===== src/lbg_pkg.sv =====
// Shared types and constants for the light box gather and nearest block.
// No dependencies; used by every module under src.
`default_nettype none
package lbg_pkg;

   localparam int MAX_LIGHTS_DEF = 64;
   localparam int COORD_BITS_DEF = 24;
   localparam int CUT_BITS       = 23;
   localparam int COUNT_BITS     = 7;
   localparam int OUT_IDX_BITS   = 6;
   localparam int RESULT_CAP     = 64;

   // nearest search bound: 999999 units in Q20.4, squared
   localparam logic [63:0] NEAR_BOUND_Q = 64'd15999984;
   localparam logic [63:0] BOUND_SQ     = NEAR_BOUND_Q * NEAR_BOUND_Q;

   typedef enum logic [1:0] {
      OP_WR_BOX  = 2'd0,
      OP_WR_ORG  = 2'd1,
      OP_GATHER  = 2'd2,
      OP_NEAREST = 2'd3
   } op_type;

   typedef enum logic [1:0] {
      ST_IDLE,
      ST_WALK,
      ST_DONE
   } state_type;

   // status from the evaluation unit back to the sequencer
   typedef struct packed {
      logic s1_valid;
      logic s1_overlap;
      logic found;
   } eval_status_type;

endpackage
`default_nettype wire


===== src/lbg_cell.sv =====
// One light record cell of the rotating light chain.
// Depends on lbg_pkg.
`default_nettype none
module lbg_cell
   import lbg_pkg::*;
#(
   parameter int COORD_BITS = COORD_BITS_DEF,
   parameter int IDX        = 0
) (
   input  wire logic                          clock,
   input  wire logic                          shift_en,
   input  wire logic                          wr_box_en,
   input  wire logic                          wr_org_en,
   input  wire logic [OUT_IDX_BITS-1:0]       wr_index,
   input  wire logic [9*COORD_BITS+CUT_BITS:0] wr_rec,
   input  wire logic [9*COORD_BITS+CUT_BITS:0] next_rec,
   output logic      [9*COORD_BITS+CUT_BITS:0] rec
);

   localparam int REC_W = 9*COORD_BITS + CUT_BITS + 1;
   localparam int BOX_W = 6*COORD_BITS;
   localparam int ORG_W = REC_W - BOX_W;

   logic [REC_W-1:0] rec_ff, rec_in;
   logic             sel;

   assign sel = (32'(wr_index) == IDX);

   always_comb begin
      rec_in = rec_ff;
      if (shift_en) begin
         rec_in = next_rec;
      end else begin
         if (wr_box_en && sel) rec_in[REC_W-1 -: BOX_W] = wr_rec[REC_W-1 -: BOX_W];
         if (wr_org_en && sel) rec_in[ORG_W-1:0] = wr_rec[ORG_W-1:0];
      end
   end

   always_ff @(posedge clock) begin
      rec_ff <= rec_in;
   end

   assign rec = rec_ff;

endmodule
`default_nettype wire


===== config.mk =====
export PLATFORM = sky130hd
export DESIGN_NAME = lbg_cell
export DESIGN_NICKNAME = d
export VERILOG_FILES = /design/src/lbg_pkg.sv /design/src/lbg_cell.sv
export SDC_FILE = /design/constraint.sdc
export NUM_CORES = 1
export LEC_CHECK = 0
export BUFFER_PORTS_ARGS = -buffer_cell sky130_fd_sc_hd__clkbuf_2
export CAP_MARGIN = 20
export CORE_AREA = 4 4 284 286
export CTS_BUF_LIST = sky130_fd_sc_hd__clkbuf_4
export CTS_CLUSTER_SIZE = 20
export DETAILED_ROUTE_END_ITERATION = 8
export DIE_AREA = 0 0 288 290
export SLEW_MARGIN = 20
export SYNTH_ARGS = -nofsm -noshare
export SYNTH_HDL_FRONTEND = slang
export SYNTH_SLANG_ARGS = --single-unit

===== constraint.sdc =====
create_clock -name clock -period 7.35 [get_ports clock]
set_input_delay 1.1025 -clock clock [delete_from_list [all_inputs] [get_ports clock]]
set_output_delay 1.1025 -clock clock [all_outputs]
set_load 0.05 [all_outputs]

==> summary.md <==
| Metric | Value |
|---|---|
| DRT Wirelength | `between 30000 and 40000 µm` |
| CTS tree | `built` |
| Synth Area in Simple Gates | `less than 1%` |
| Core ar. | `roughly 78000 µm²` |
| Setup TNS | `0 ns` |
| Most common cell after layout, fill and taps aside | `clkbuf_2` |
| Fin. Hold Viols | `0` |
| Pin count of the biggest net entering global routing | `about 110` |
| Routed len/inst | `16.44 µm` |
| Multiplexer share of the synthesized area | `31.00%` |
| Die Y | `a little under 300 µm` |
| Post-CTS Setup Bufs | `0` |
| DRT Pass-1 Iters | `4` |
| CP Capture Point | `rec[70]` |
| First-pass GRT wire length | `53750 µm` |
| Crit path required time | `a little under 8 ns` |
| Fillcell total | `approximately 8500` |
| Max Root-Sink Buffers | `3` |
| Most frequent cells in the layout | `728 x clkbuf_2, 240 x edfxtp_1, 178 x mux2_4` |
| Area leader, netlist | `edfxtp_1` |
| Final period utilization | `approximately 40%` |
| Synth unique cells | `8` |
| Post_cts resized | `0` |
| Largest family of logic cells by synthesized area | `multiplexers` |
| Period minus WS final | `2.959 ns` |
| GR Util All Layers | `under 10%` |
| Final core utilization | `21.09%` |
| Setup crit start kind | `input pin` |
| Seq/Total Area, Yosys | `approximately 66%` |
| XOR/XNOR share of the synthesized area | `0%` |
| Max_slew headroom | `between 20% and 30%` |
| Vias/cell | `~3.3` |
| Root Buffer | `clkbuf_4` |
| CP endpoint kind | `register` |
| Least-Margin Pin Slew | `between 1 and 1.5 ns` |
| CTS Buf Count | `69` |
| Hold path startpoint | `next_rec[113]` |
| Initial antenna violation count | `6` |
| Synth Area in Adders | `0%` |
| Top cells by area, synth | `edfxtp_1 66%, mux2_4 25%, mux2_2 6.4%` |
| Vias in the first global route | `8657` |
| Syn_nets | `1001` |
| Gp weighted congestion | `~0.84` |
| Peak supply drop | `approximately 0.11 mV` |
| Nets@finish | `about 1800` |
| RSZ-0062 raised after global routing | `false` |
| Static Leak | `between 0.007 and 0.008 µW` |
| Hold WC Path Type | `input pin to register` |
| Total grt overflow | `0` |
| Power Density | `~240 nW/µm²` |
| Setup violators final | `0` |
| Post-DP HPWL | `~32000 µm` |
| Syn Inst Count | `approximately 500` |
| Crit-path slowest cell | `a31o_4` |
| Total of max-cap violations | `0` |
| Clock slew at reported path FFs | `approximately 0.060 ns` |
| Critical path cell sequence | `clkbuf_2 -> nor4_1 -> a31o_4 -> buf_4` |
| Max FFs per register | `240` |
| Kind of critical path | `input pin to register` |
| Synthesized area | `~11000 µm²` |
| CP startpoint | `wr_index[0]` |
| Synth Area in Compound Gates | `less than 1%` |
| PortBufs | `729` |
| Routed Antenna Nets | `0` |
| Fmax achieved | `337.9 MHz` |
| Register area | `slightly above 7000 µm²` |
| CP max FO | `a little over 50` |
| Initial drt markers | `181` |
| Initial Util | `roughly 14%` |
| Clock Sinks | `240` |
| Crit path largest cell delay | `roughly 0.70 ns` |
| Syn-to-layout area delta | `52.00%` |
| I/O pins | `730` |
| H-tree levels | `3` |
| Share of the synthesized area in the top cell type | `around 66%` |
| Syn Area/Cell | `about 21 µm²` |
| Multi-input gate area | `roughly 3400 µm²` |
| Layout cells sized above 1 | `between 80% and 90%` |
| Crit path DAT | `3.30 ns` |
| Detailed-route DRC error count | `0` |
| Hold buffer count at cts | `0` |
| Hold depth | `2` |
| Warnings from Yosys | `0` |
| Vias post-DR | `approximately 7800` |
| Fin. max-slew vios | `0` |
| Rows | `103` |
| #FFs+latches synth | `240` |
| Horiz. Die Dim | `around 290 µm` |
| Status | `completed` |
| Die area | `~84000 µm²` |
==> how the worst min path moves through the flow <==
stage	endpoint
floorplan	rec[100]
global placement	rec[61]
detailed placement	rec[60]
CTS	rec[204]
global route	rec[9]
finish	rec[113]
==> power breakdown <==
group	switching [µW]	internal, µW	total [µW]	leakage [µW]
logic	660	315	975	0.00478
clock network	589	662	1250	0.000509
registers	44.5	1660	1710	0.00235
total	1290	2640	3930	0.00764
==> synthesized netlist by cell type <==
library cell	n
buf_6	21
mux2_2	62
mux2_4	178
a31o_2	2
buf_2	6
edfxtp_1	240
nor4_1	1
nor2_1	1
==> per-stage QoR <==
| step | setup WS, ns | power (µW) | area (µm²) | hold slack [ns] | instances |
|---|---|---|---|---|---|
| after floorplan | 3.461 | 2396 | 10870 | 1.320 | 511 |
| after global placement | 3.696 | 2715 | 15650 | 1.403 | 2267 |
| after detailed placement | 3.564 | 2726 | 15650 | 1.407 | 2267 |
| after CTS | 4.433 | 4041 | 16510 | 0.4652 | 2385 |
| after global routing | 4.275 | 4150 | 16520 | 0.4838 | 2389 |
| final | 4.391 | 3933 | 16520 | 0.6405 | 2390 |
==> critical path, delay by kind of cell <==
kind / cells / cell delay [ns]
AOI/OAI and AO/OA: 1 / 0.70
and+or+nand+nor: 1 / 0.58
buffers and inverters: 2 / 0.78
==> area by class of cell <==
| cell class | count | share of cell area, % |
|---|---|---|
| Clock inverter | 17 | 0.6285 |
| Sequential cell | 240 | 43.61 |
| Clock buffer | 101 | 4.588 |
| Timing Repair Buffer | 733 | 22.47 |
| Multi-Input combinational cell | 244 | 20.67 |
| Antenna cell | 5 | 0.07572 |
| Tap cell | 1050 | 7.950 |
==> cell families (layout without fill, tap and decap cells) <==
logic type             Yosys count  in the layout
buffers and inverters           27            851
and+or+nand+nor                  2              2
AOI/OAI and AO/OA                2              2
muxes                          240            240
DFF                            240            240
other                            0              5
==> routing by layer <==
layer	GRT usage [%]	routed length, µm	vias to the layer above
met3	4.870	5095	77
met2	15.68	19620	478
met5	0	58	-
met1	8.449	13650	3582
li1	-	-	3629
met4	3.291	872	8
(Power assumes the default switching activity.)
